File: config.mk
export PLATFORM = sky130hd
export DESIGN_NAME = sorted_list_engine
export DESIGN_NICKNAME = d
export VERILOG_FILES = /design/src/rtl/core/sle_pkg.sv /design/src/rtl/core/sle_ram.sv /design/src/rtl/core/sle_seq.sv /design/src/rtl/core/sorted_list_engine.sv
export SDC_FILE = /design/constraint.sdc
export NUM_CORES = 2
export LEC_CHECK = 0
export ABC_AREA = 1
export BUFFER_PORTS_ARGS = -buffer_cell sky130_fd_sc_hd__clkbuf_2
export CORE_MARGIN = 2
export CORE_UTILIZATION = 64
export CTS_CLUSTER_DIAMETER = 80
export DETAILED_ROUTE_END_ITERATION = 8
export PLACE_DENSITY = 0.8
export SKIP_LAST_GASP = 1
export SLEW_MARGIN = 30
export SYNTH_ARGS = -nofsm -noshare
export SYNTH_HDL_FRONTEND = slang
export SYNTH_SLANG_ARGS = --single-unit
File: constraint.sdc
create_clock -name i_clk -period 4.76 [get_ports i_clk]
set_clock_uncertainty 0.15 [all_clocks]
set_input_delay 0.952 -clock i_clk [delete_from_list [all_inputs] [get_ports i_clk]]
set_output_delay 0.952 -clock i_clk [all_outputs]
set_load 0.01 [all_outputs]
File: src/rtl/core/sle_pkg.sv
// shared types and constants for the sorted list engine
// no dependencies; imported by every module of the block but sle_ram
package sle_pkg;

    localparam int CAPACITY = 64;
    localparam int IDX_W    = $clog2(CAPACITY);
    localparam int CNT_W    = $clog2(CAPACITY + 1);
    localparam int VAL_W    = 32;

    typedef enum logic [1:0] {
        REQ_INSERT  = 2'd0,
        REQ_REMOVE  = 2'd1,
        REQ_SEARCH  = 2'd2,
        REQ_REPLACE = 2'd3
    } t_req;

    typedef enum logic [2:0] {
        ST_OK       = 3'd0,
        ST_FULL     = 3'd1,
        ST_EMPTY    = 3'd2,
        ST_NOTFOUND = 3'd3,
        ST_RANGE    = 3'd4
    } t_status;

    typedef enum logic [3:0] {
        S_IDLE,
        S_INS_RD,
        S_INS_EV,
        S_REM_RD,
        S_REM_EV,
        S_SRC_RD,
        S_SRC_EV,
        S_DRP_RD,
        S_DRP_EV,
        S_FIN
    } t_state;

    typedef struct packed {
        t_status            status;
        logic [IDX_W-1:0]   found_index;
        logic [CNT_W-1:0]   entry_count;
    } t_result;

    typedef struct packed {
        logic               we;
        logic [IDX_W-1:0]   waddr;
        logic [VAL_W-1:0]   wdata;
        logic               re;
        logic [IDX_W-1:0]   raddr;
    } t_ram_req;

endpackage

File: src/rtl/core/sle_ram.sv
// generic single write port, single read port ram with registered read
// no dependencies
module sle_ram #(
    parameter int WIDTH = 32,
    parameter int DEPTH = 64
) (
    input  logic                       i_clk,
    input  logic                       i_we,
    input  logic [$clog2(DEPTH)-1:0]   i_waddr,
    input  logic [WIDTH-1:0]           i_wdata,
    input  logic                       i_re,
    input  logic [$clog2(DEPTH)-1:0]   i_raddr,
    output logic [WIDTH-1:0]           o_rdata
);

    logic [WIDTH-1:0] r_mem [DEPTH];
    logic [WIDTH-1:0] r_rdata;

    always_ff @(posedge i_clk) begin
        if (i_we) begin
            r_mem[i_waddr] <= i_wdata;
        end
        if (i_re) begin
            r_rdata <= r_mem[i_raddr];
        end
    end

    assign o_rdata = r_rdata;

endmodule

File: src/rtl/core/sle_seq.sv
// request sequencer: walks the entry ram one entry per read/evaluate pair,
// using one signed compare against the request value; depends on sle_pkg
module sle_seq (
    input  logic                                i_clk,
    input  logic                                i_rst_n,
    input  logic                                i_req_valid,
    output logic                                o_req_ready,
    input  sle_pkg::t_req                       i_req_type,
    input  logic signed [sle_pkg::VAL_W-1:0]    i_item_value,
    input  logic [sle_pkg::IDX_W-1:0]           i_position,
    output sle_pkg::t_ram_req                   o_ram,
    input  logic [sle_pkg::VAL_W-1:0]           i_ram_rdata,
    output logic                                o_res_valid,
    output sle_pkg::t_result                    o_res,
    input  logic                                i_res_take
);
    import sle_pkg::*;

    t_state                    r_state, n_state;
    logic [CNT_W-1:0]          r_count, n_count;
    logic [CNT_W-1:0]          r_i, n_i;
    logic [CNT_W-1:0]          r_w, n_w;
    logic signed [VAL_W-1:0]   r_val, n_val;
    t_status                   r_status, n_status;
    logic [IDX_W-1:0]          r_idx, n_idx;

    logic [CNT_W-1:0]          w_i_dec, w_i_inc;
    logic                      w_lt, w_eq, w_gt;
    logic                      w_full, w_empty, w_range;

    assign w_i_dec = r_i - CNT_W'(1);
    assign w_i_inc = r_i + CNT_W'(1);

    // the shared compare unit: stored entry against request value
    assign w_lt = $signed(i_ram_rdata) < r_val;
    assign w_eq = i_ram_rdata == r_val;
    assign w_gt = !w_lt && !w_eq;

    assign w_full  = r_count >= CNT_W'(CAPACITY);
    assign w_empty = r_count == '0;
    assign w_range = {1'b0, i_position} >= r_count;

    // next state
    always_comb begin
        n_state = r_state;
        case (r_state)
            S_IDLE: begin
                if (i_req_valid) begin
                    case (i_req_type)
                        REQ_INSERT:  n_state = w_full  ? S_FIN : S_INS_RD;
                        REQ_REMOVE:  n_state = w_empty ? S_FIN : S_REM_RD;
                        REQ_SEARCH:  n_state = S_SRC_RD;
                        REQ_REPLACE: n_state = w_range ? S_FIN : S_DRP_RD;
                        default:     n_state = S_FIN;
                    endcase
                end
            end
            S_INS_RD: n_state = (r_i == '0) ? S_FIN : S_INS_EV;
            S_INS_EV: n_state = w_lt ? S_FIN : S_INS_RD;
            S_REM_RD: n_state = (r_i == r_count) ? S_FIN : S_REM_EV;
            S_REM_EV: n_state = S_REM_RD;
            S_SRC_RD: n_state = (r_i == r_count) ? S_FIN : S_SRC_EV;
            S_SRC_EV: n_state = (w_eq || w_gt) ? S_FIN : S_SRC_RD;
            S_DRP_RD: n_state = (w_i_inc >= r_count) ? S_INS_RD : S_DRP_EV;
            S_DRP_EV: n_state = S_DRP_RD;
            S_FIN:    n_state = i_res_take ? S_IDLE : S_FIN;
            default:  n_state = S_IDLE;
        endcase
    end

    // datapath and ram control
    always_comb begin
        n_count     = r_count;
        n_i         = r_i;
        n_w         = r_w;
        n_val       = r_val;
        n_status    = r_status;
        n_idx       = r_idx;
        o_ram.we    = 1'b0;
        o_ram.waddr = r_i[IDX_W-1:0];
        o_ram.wdata = r_val;
        o_ram.re    = 1'b0;
        o_ram.raddr = r_i[IDX_W-1:0];
        case (r_state)
            S_IDLE: begin
                if (i_req_valid) begin
                    n_val    = i_item_value;
                    n_status = ST_OK;
                    n_idx    = '0;
                    n_i      = '0;
                    n_w      = '0;
                    case (i_req_type)
                        REQ_INSERT: begin
                            if (w_full) begin
                                n_status = ST_FULL;
                            end else begin
                                n_i = r_count;
                            end
                        end
                        REQ_REMOVE: begin
                            if (w_empty) begin
                                n_status = ST_EMPTY;
                            end
                        end
                        REQ_SEARCH: begin
                        end
                        REQ_REPLACE: begin
                            if (w_range) begin
                                n_status = ST_RANGE;
                            end else begin
                                n_i = {1'b0, i_position};
                            end
                        end
                        default: begin
                        end
                    endcase
                end
            end
            // insert walks down from the top, moving entries not below the value up by one
            S_INS_RD: begin
                if (r_i == '0) begin
                    o_ram.we    = 1'b1;
                    o_ram.waddr = '0;
                    n_count     = r_count + CNT_W'(1);
                end else begin
                    o_ram.re    = 1'b1;
                    o_ram.raddr = w_i_dec[IDX_W-1:0];
                end
            end
            S_INS_EV: begin
                o_ram.we = 1'b1;
                if (w_lt) begin
                    n_count = r_count + CNT_W'(1);
                end else begin
                    o_ram.wdata = i_ram_rdata;
                    n_i         = w_i_dec;
                end
            end
            // remove compacts the list, r_i reads and r_w writes
            S_REM_RD: begin
                if (r_i == r_count) begin
                    n_count  = r_w;
                    n_status = (r_w == r_count) ? ST_NOTFOUND : ST_OK;
                end else begin
                    o_ram.re = 1'b1;
                end
            end
            S_REM_EV: begin
                if (!w_eq) begin
                    o_ram.we    = 1'b1;
                    o_ram.waddr = r_w[IDX_W-1:0];
                    o_ram.wdata = i_ram_rdata;
                    n_w         = r_w + CNT_W'(1);
                end
                n_i = w_i_inc;
            end
            S_SRC_RD: begin
                if (r_i == r_count) begin
                    n_status = ST_NOTFOUND;
                end else begin
                    o_ram.re = 1'b1;
                end
            end
            S_SRC_EV: begin
                if (w_eq) begin
                    n_idx = r_i[IDX_W-1:0];
                end else if (w_gt) begin
                    n_status = ST_NOTFOUND;
                end else begin
                    n_i = w_i_inc;
                end
            end
            // replace first closes the gap at the position, then inserts
            S_DRP_RD: begin
                if (w_i_inc >= r_count) begin
                    n_count = r_count - CNT_W'(1);
                    n_i     = r_count - CNT_W'(1);
                end else begin
                    o_ram.re    = 1'b1;
                    o_ram.raddr = w_i_inc[IDX_W-1:0];
                end
            end
            S_DRP_EV: begin
                o_ram.we    = 1'b1;
                o_ram.wdata = i_ram_rdata;
                n_i         = w_i_inc;
            end
            S_FIN: begin
            end
            default: begin
            end
        endcase
    end

    always_ff @(posedge i_clk) begin
        if (!i_rst_n) begin
            r_state <= S_IDLE;
            r_count <= '0;
        end else begin
            r_state <= n_state;
            r_count <= n_count;
        end
    end

    always_ff @(posedge i_clk) begin
        r_i      <= n_i;
        r_w      <= n_w;
        r_val    <= n_val;
        r_status <= n_status;
        r_idx    <= n_idx;
    end

    assign o_req_ready           = r_state == S_IDLE;
    assign o_res_valid           = r_state == S_FIN;
    assign o_res.status          = r_status;
    assign o_res.found_index     = r_idx;
    assign o_res.entry_count     = r_count;

endmodule

File: src/rtl/core/sorted_list_engine.sv
// sorted list engine: up to CAPACITY signed values kept in ascending order
// throughput: one request at a time; the next is taken while the result waits
// synchronous active-low reset empties the list; entry ram is not cleared
// depends on sle_pkg, sle_ram, sle_seq
module sorted_list_engine (
    input  logic                                i_clk,
    input  logic                                i_rst_n,
    input  logic                                i_valid,
    output logic                                o_ready,
    input  logic [1:0]                          i_req_type,
    input  logic signed [sle_pkg::VAL_W-1:0]    i_item_value,
    input  logic [sle_pkg::IDX_W-1:0]           i_position,
    output logic                                o_valid,
    input  logic                                i_ready,
    output logic [2:0]                          o_status,
    output logic [sle_pkg::IDX_W-1:0]           o_found_index,
    output logic [sle_pkg::CNT_W-1:0]           o_entry_count
);
    import sle_pkg::*;

    t_ram_req          w_ram;
    logic [VAL_W-1:0]  w_rdata;
    logic              w_res_valid;
    t_result           w_res;
    logic              w_take;

    logic              r_out_valid, n_out_valid;
    t_result           r_out;

    sle_seq u_seq (
        .i_clk        (i_clk),
        .i_rst_n      (i_rst_n),
        .i_req_valid  (i_valid),
        .o_req_ready  (o_ready),
        .i_req_type   (t_req'(i_req_type)),
        .i_item_value (i_item_value),
        .i_position   (i_position),
        .o_ram        (w_ram),
        .i_ram_rdata  (w_rdata),
        .o_res_valid  (w_res_valid),
        .o_res        (w_res),
        .i_res_take   (w_take)
    );

    sle_ram #(
        .WIDTH (VAL_W),
        .DEPTH (CAPACITY)
    ) u_ram (
        .i_clk   (i_clk),
        .i_we    (w_ram.we),
        .i_waddr (w_ram.waddr),
        .i_wdata (w_ram.wdata),
        .i_re    (w_ram.re),
        .i_raddr (w_ram.raddr),
        .o_rdata (w_rdata)
    );

    // output register frees the sequencer as soon as the slot is open
    assign w_take = !r_out_valid || i_ready;

    always_comb begin
        n_out_valid = r_out_valid;
        if (w_res_valid && w_take) begin
            n_out_valid = 1'b1;
        end else if (i_ready) begin
            n_out_valid = 1'b0;
        end
    end

    always_ff @(posedge i_clk) begin
        if (!i_rst_n) begin
            r_out_valid <= 1'b0;
        end else begin
            r_out_valid <= n_out_valid;
        end
    end

    always_ff @(posedge i_clk) begin
        if (w_res_valid && w_take) begin
            r_out <= w_res;
        end
    end

    assign o_valid       = r_out_valid;
    assign o_status      = r_out.status;
    assign o_found_index = r_out.found_index;
    assign o_entry_count = r_out.entry_count;

endmodule

# Word level (Yosys, flattened, before mapping)
# Memory sizes are Yosys's and may differ from the RTL's. A register that Yosys moved wholly into a read port is not among the register bits.
# Cells that the tools add are included.
[totals]
reg_bits = 83
ramBits = 2048
inputBits = 44
out_inout_bits = 18
mem_count = 1
[memory_table]
columns = ["memory", "words", "width", "read_ports", "rd_clocked_by_memory_dff", "wr", "line", "rtl"]
rows = [
  ["u_ram.r_mem", 64, 32, 1, 1, 1, "sle_ram.sv:16", "logic [WIDTH-1:0] r_mem [DEPTH];"],
]
[op_classes]
n_addsub = 5
order_cmp = 4
n_eq_ne = 27
n_mux = 58
n_reduce_logical = 26
[op_table]
columns = ["op", "n"]
rows = [
  ["7-bit 2-to-1 mux", 14],
  ["32-bit one-hot mux with 3 select lines", 1],
  ["4-bit 2-to-1 mux", 11],
  ["4-bit one-hot mux with 10 select lines", 1],
  ["39-bit 2-to-1 mux", 1],
  ["6-bit one-hot mux with 2 select lines", 3],
  ["7-bit one-hot mux with 5 select lines", 1],
  ["32-bit == test", 1],
  ["32-bit < comparator", 1],
  ["32-bit 2-to-1 mux", 1],
  ["7-bit one-hot mux with 2 select lines", 2],
  ["7-bit one-hot mux with 4 select lines", 1],
  ["7-bit by 1-bit adder with 7-bit output, second input constant", 3],
  ["3-bit 2-to-1 mux", 6],
  ["6-bit 2-to-1 mux", 3],
  ["4-bit by 3-bit == test with 1-bit output, second input constant", 4],
  ["4-bit one-hot mux with 4 select lines", 1],
  ["7-bit == test", 2],
  ["7-bit zero test", 2],
  ["2-bit by 1-bit inequality test with 1-bit output, second input constant", 7],
  ["7-bit by 1-bit subtractor with 7-bit output, second input constant", 2],
  ["3-bit one-hot mux with 4 select lines", 1],
  ["6-bit AND reduction", 2],
  ["2-bit inequality test, second input constant", 5],
  ["24 further kinds", 44],
]

# Longest topological paths before layout
[depth]
word_depth = 6
depth_mapped = 24
ltp_nobuf = 21

# By module
# From an unflattened synthesis, not the netlist that was laid out.
[hier_totals]
hier_cells = 7528
area_unflattened_um2 = 89108.0
[modules_own_cells]
columns = ["mod", "n_inst", "cells_per_inst", "area_each_um2", "seq_area_each_um2"]
rows = [
  ["sle_ram", 1, 6769, 83058.4, 62459.9],
  ["sle_seq", 1, 736, 5517.8, 1871.8],
  ["sorted_list_engine", 1, 23, 531.8, 500.5],
]

# Least setup slack after synthesis
# OpenSTA, ideal clock, no wires.
[synth_timing]
path_type = "flip-flop to flip-flop"
startpoint = "register u_ram.r_rdata[31] (netlist: u_ram.o_rdata[31]), read port of u_ram.r_mem"
endpoint = "memory u_ram.r_mem[12][0] (enable)"
setup_time_ns = 0.421
arrival_time_ns = 3.618
required_time_ns = 4.189
setup_slack_ns = 0.571
stages_incl_launch_ff = 15
n_path_buf = 1
path_cell_list = "edfxtp_1 > ha_1 > nand2_1 > nor2_1 > nand4_1 > nor3_1 > nand2_1 > nand2_1 > buf_2 > inv_1 > nand2_1 > nand2_1 > inv_1 > nand4_1 > nor2_1"
[synth_between]
elab_chain_cells = 5
word_cells_on_any_way = 6
classes_between = "eq/ne: 1; mux: 5"
[synth_rtl]
columns = ["item", "line", "rtl"]
rows = [
  ["start: declaration", "sle_ram.sv:17", "logic [WIDTH-1:0] r_rdata;"],
  ["32-bit == test *", "sle_seq.sv:36", "assign w_eq = i_ram_rdata == r_val;"],
  ["39-bit 2-to-1 mux *", "sle_seq.sv:149", "if (!w_eq) begin"],
  ["1-bit one-hot mux with 3 select lines", "sle_seq.sv:84", "case (r_state)"],
  ["1-bit 2-to-1 mux", "sle_ram.sv:20", "if (i_we) begin"],
  ["1-bit 2-to-1 mux (not written as such)", "sle_ram.sv:21", "r_mem[i_waddr] <= i_wdata;"],
  ["end: declaration", "sle_ram.sv:16", ""],
]
# Mark *: on every way between the ends. The rest lies on a longest branch, timed or not.

# Final worst setup path
[layout_timing]
startpoint = "register u_ram.r_rdata[31] (netlist: u_ram.o_rdata[31]), read port of u_ram.r_mem"
endpoint = "memory u_ram.r_mem[8][28] (enable)"
# Same word-level chain as after synthesis.

==> results.md <==
* Die W at 394 µm
* Die area at 155000 µm²
* Hold Buf Count CTS at 0
* Cell count after synthesis at 8915
* Worst EP arrival at 5.07 ns
* Root Buffer: clkbuf_16
* WL per Instance at 25.7 µm
* Clock latency on the worst-skew pair at 0.88 ns
* Hpwl dp at 167000 µm
* Avg Inst Size Synth at 10.9 µm²
* Area leader, netlist: edfxtp_1
* RSZ-0062 raised after global routing: yes
* CTS tree: done
* Dpl cells at 10800
* Top cell type's share of synthesized area at 0.663
* Ys async rst share at 0
* Mapped cell area at 97400 µm²
* Worst Tran Pin Value at 0.999 ns
* Slew margin rel. at 0.333
* Fin crit share at 0.985
* Deepest clock path buffer count at 3
* Endpoints failing setup at 0
* Syn. warnings at 0
* Syn_nets at 9015
* Failing checks: DRC
* Vias in the first global route at 70000
* GRT Resource Usage Total at 0.366
* Post-synth EDFFs at 2151
* Total wire length at 289000 µm
* Top post-synthesis cells by area: edfxtp_1 (66%), nand3_1 (11%), nand3b_1 (5.9%)
* Via count at 72200
* Fillcell total at 9418
* Clk slew on worst S/H paths at 0.06 ns
* Placer Congestion at 0.942
* Maximum capacitance violations at 0
* Status: finished with violations
* DRC Markers at 2
* Worst min path class: in -> reg
* FP Rows at 143
* Vias per inst at 6.42
* Register area at 64800 µm²
* Register bit total from synthesis at 2163
* CORE AREA at 152000 µm²
* IO Pins at 62
* Cell variety after synth at 45
* WS Path Type: reg -> reg
* Share of layout cells above drive strength 1 at 0.100
* Final Non-Filler Cells at 11200
* Initial antenna violation count at 7
* CP startpoint kind: flop
* First-pass GRT wire length at 426000 µm
* H-tree depth at 4
* Multi-input gate area at 25900 µm²
* Area grow syn2layout at 13.4%
* Clock Sinks at 2163
* Input/output buffers at 61
* Largest net degree at the start of global routing at 108
* Ys flop type: edfxtp_1
* Overflow after GRT at 0
* Data required, critical path at 5.14 ns
* Starting Density at 0.643
* Die height at 394 µm
* Seq/Total Area, Yosys at 0.665
* Fin. max-slew vios at 0
* Worst-path fanout max at 18
* Final hold violation count at 0
* ANT nets after route at 0
* Tmin final at 4.69 ns
* Post-layout nets at 9124
* CP endpoint kind: flop
* Detailed Route Iter0 Violations at 11900
* Fmax at 213 MHz
* Pre-Repair DR Iteration Count at 9
* CTS Buf Count at 211
-- area by class of cell --
cell class	count	share of cell area
clock buffer	263	0.0500
sequential	2163	0.587
clock inverter	130	0.0108
tap	2030	0.0230
antenna	4	0.0000906
inverter	1285	0.0439
multi-input combinational	4884	0.235
timing repair buffer	479	0.0507
-- timing repair --
action                                  CTS  global route
buffers inserted                          0             8
pin swaps                                 0             1
endpoints found under the setup margin    4            32
gates resized for setup                   6            38
cloned                                    0             2
-- per-stage QoR --
| step | TNS (ns) | util | setup slack, ns | hold WS, ns | area [µm²] |
|---|---|---|---|---|---|
| after floorplan | 0 | - | 0.571 | 0.250 | 97400 |
| after global placement | -0.400 | 0.682 | -0.169 | 0.260 | 103000 |
| after detailed placement | -0.540 | 0.682 | -0.208 | 0.255 | 103000 |
| after CTS | 0 | 0.727 | 0.00654 | 0.0714 | 110000 |
| after global routing | -0.0688 | 0.729 | -0.0240 | 0.0915 | 110000 |
| final | 0 | 0.729 | 0.0719 | 0.112 | 110000 |
-- Yosys cell counts (2+ instances only) --
cell type  number
edfxtp_1     2151
nor3_1         17
a221o_1         3
a211o_1         2
o21a_1          3
xor2_1         15
o2111ai_1       5
nand2_4         3
a31o_2          2
o211ai_1        4
ha_1           56
buf_4           5
inv_1        1277
nor3b_1         2
o311ai_0        2
o221ai_1        2
buf_2         379
a31oi_1         2
nor2_2          3
nand2_2         3
nand4_1        17
dfxtp_1        12
buf_6           2
o21ai_0        70
nand3_4         2
xnor2_1         4
nor4_1          5
a21oi_1        76
inv_2           7
buf_1          38
clkbuf_1      159
nor2_4          2
nand3_1      2228
nor2_1        182
nand2_1      1400
nand3b_1      764
o21ai_1         2
o22ai_1         2
-- critical path: stages (launching register included) --
cell and delay, ns:
edfxtp_1 0.57, ha_1 0.44, nand2_1 0.11, nor2_1 0.16
nand4_1 0.20, nor3_1 0.18, nand2_1 0.13, nand2_1 0.35
inv_1 0.12, nand2_1 0.08, nand2_1 0.28, inv_1 0.23
nand4_1 0.10, buf_4 0.17, nor2_4 0.74, buf_12 0.29
-- path summary, 6_finish.rpt --
path	startpoint	endpoint	slack, ns	cells past startpoint
setup / recovery	u_ram.o_rdata[31]$_DFFE_PP_	u_ram.r_mem[8][28]$_DFFE_PP_	0.07	15
hold / removal	i_item_value[1]	u_seq.r_val[1]$_DFFE_PP_	0.11	1
setup reg to reg	u_ram.o_rdata[31]$_DFFE_PP_	u_ram.r_mem[8][28]$_DFFE_PP_	0.07	15
hold reg to reg	u_seq.r_idx[3]$_SDFFCE_PN0P_	o_found_index[3]$_DFFE_PP_	0.28	0
-- placed cells by master, fill, tap and decap left out, drive strengths merged, types with 3 or more instances in the layout --
| cell type | instances |
|---|---|
| clkbuf | 325 |
| a221o | 3 |
| inv | 1292 |
| a21oi | 77 |
| nand3b | 764 |
| xnor2 | 4 |
| diode | 4 |
| o21a | 3 |
| nand3 | 2230 |
| ha | 56 |
| clkinvlp | 8 |
| xor2 | 15 |
| o2111ai | 5 |
| nor3 | 17 |
| bufinv | 17 |
| nor2 | 188 |
| edfxtp | 2151 |
| o211ai | 4 |
| clkinv | 98 |
| nand4 | 17 |
| buf | 417 |
| dfxtp | 12 |
| nor4 | 5 |
| nand2 | 1406 |
| o21ai | 72 |
-- registers in the layout, indices dropped and copies added (netlist names) --
register / flops
u_seq.r_status: 3
u_seq.r_val: 32
u_ram.o_rdata: 32
u_ram.r_mem: 2048
o_status: 3
o_valid: 1
u_seq.r_w: 7
o_found_index: 6
u_seq.r_i: 7
o_entry_count: 7
u_seq.r_state: 4
u_seq.r_idx: 6
u_seq.r_count: 7
-- logic make-up (layout without fill, tap and decap cells) --
| family | after synthesis | count (layout) | synth area share |
|---|---|---|---|
| AND/OR/NAND/NOR | 4629 | 4629 | 0.238 |
| flip-flops | 2163 | 2163 | 0.665 |
| buffers and inverters | 1868 | 2157 | 0.0772 |
| AO/OA/AOI/OAI | 180 | 180 | 0.0103 |
| adder cells (fa/ha/maj) | 56 | 56 | 0.00719 |
| XOR/XNOR | 19 | 19 | 0.00171 |
| other | 0 | 4 | 0 |
-- per-layer routing --
metal,part of all wire,track usage,vias to the layer above
met5,0.00020,0,-
met4,0.067,0.228,10
met3,0.14,0.0957,1073
met2,0.45,0.560,5923
met1,0.34,0.470,34300
li1,-,-,30900
Power is not shown: default switching activity piles up to over one toggle a cycle in this logic, so the estimate is an artifact.
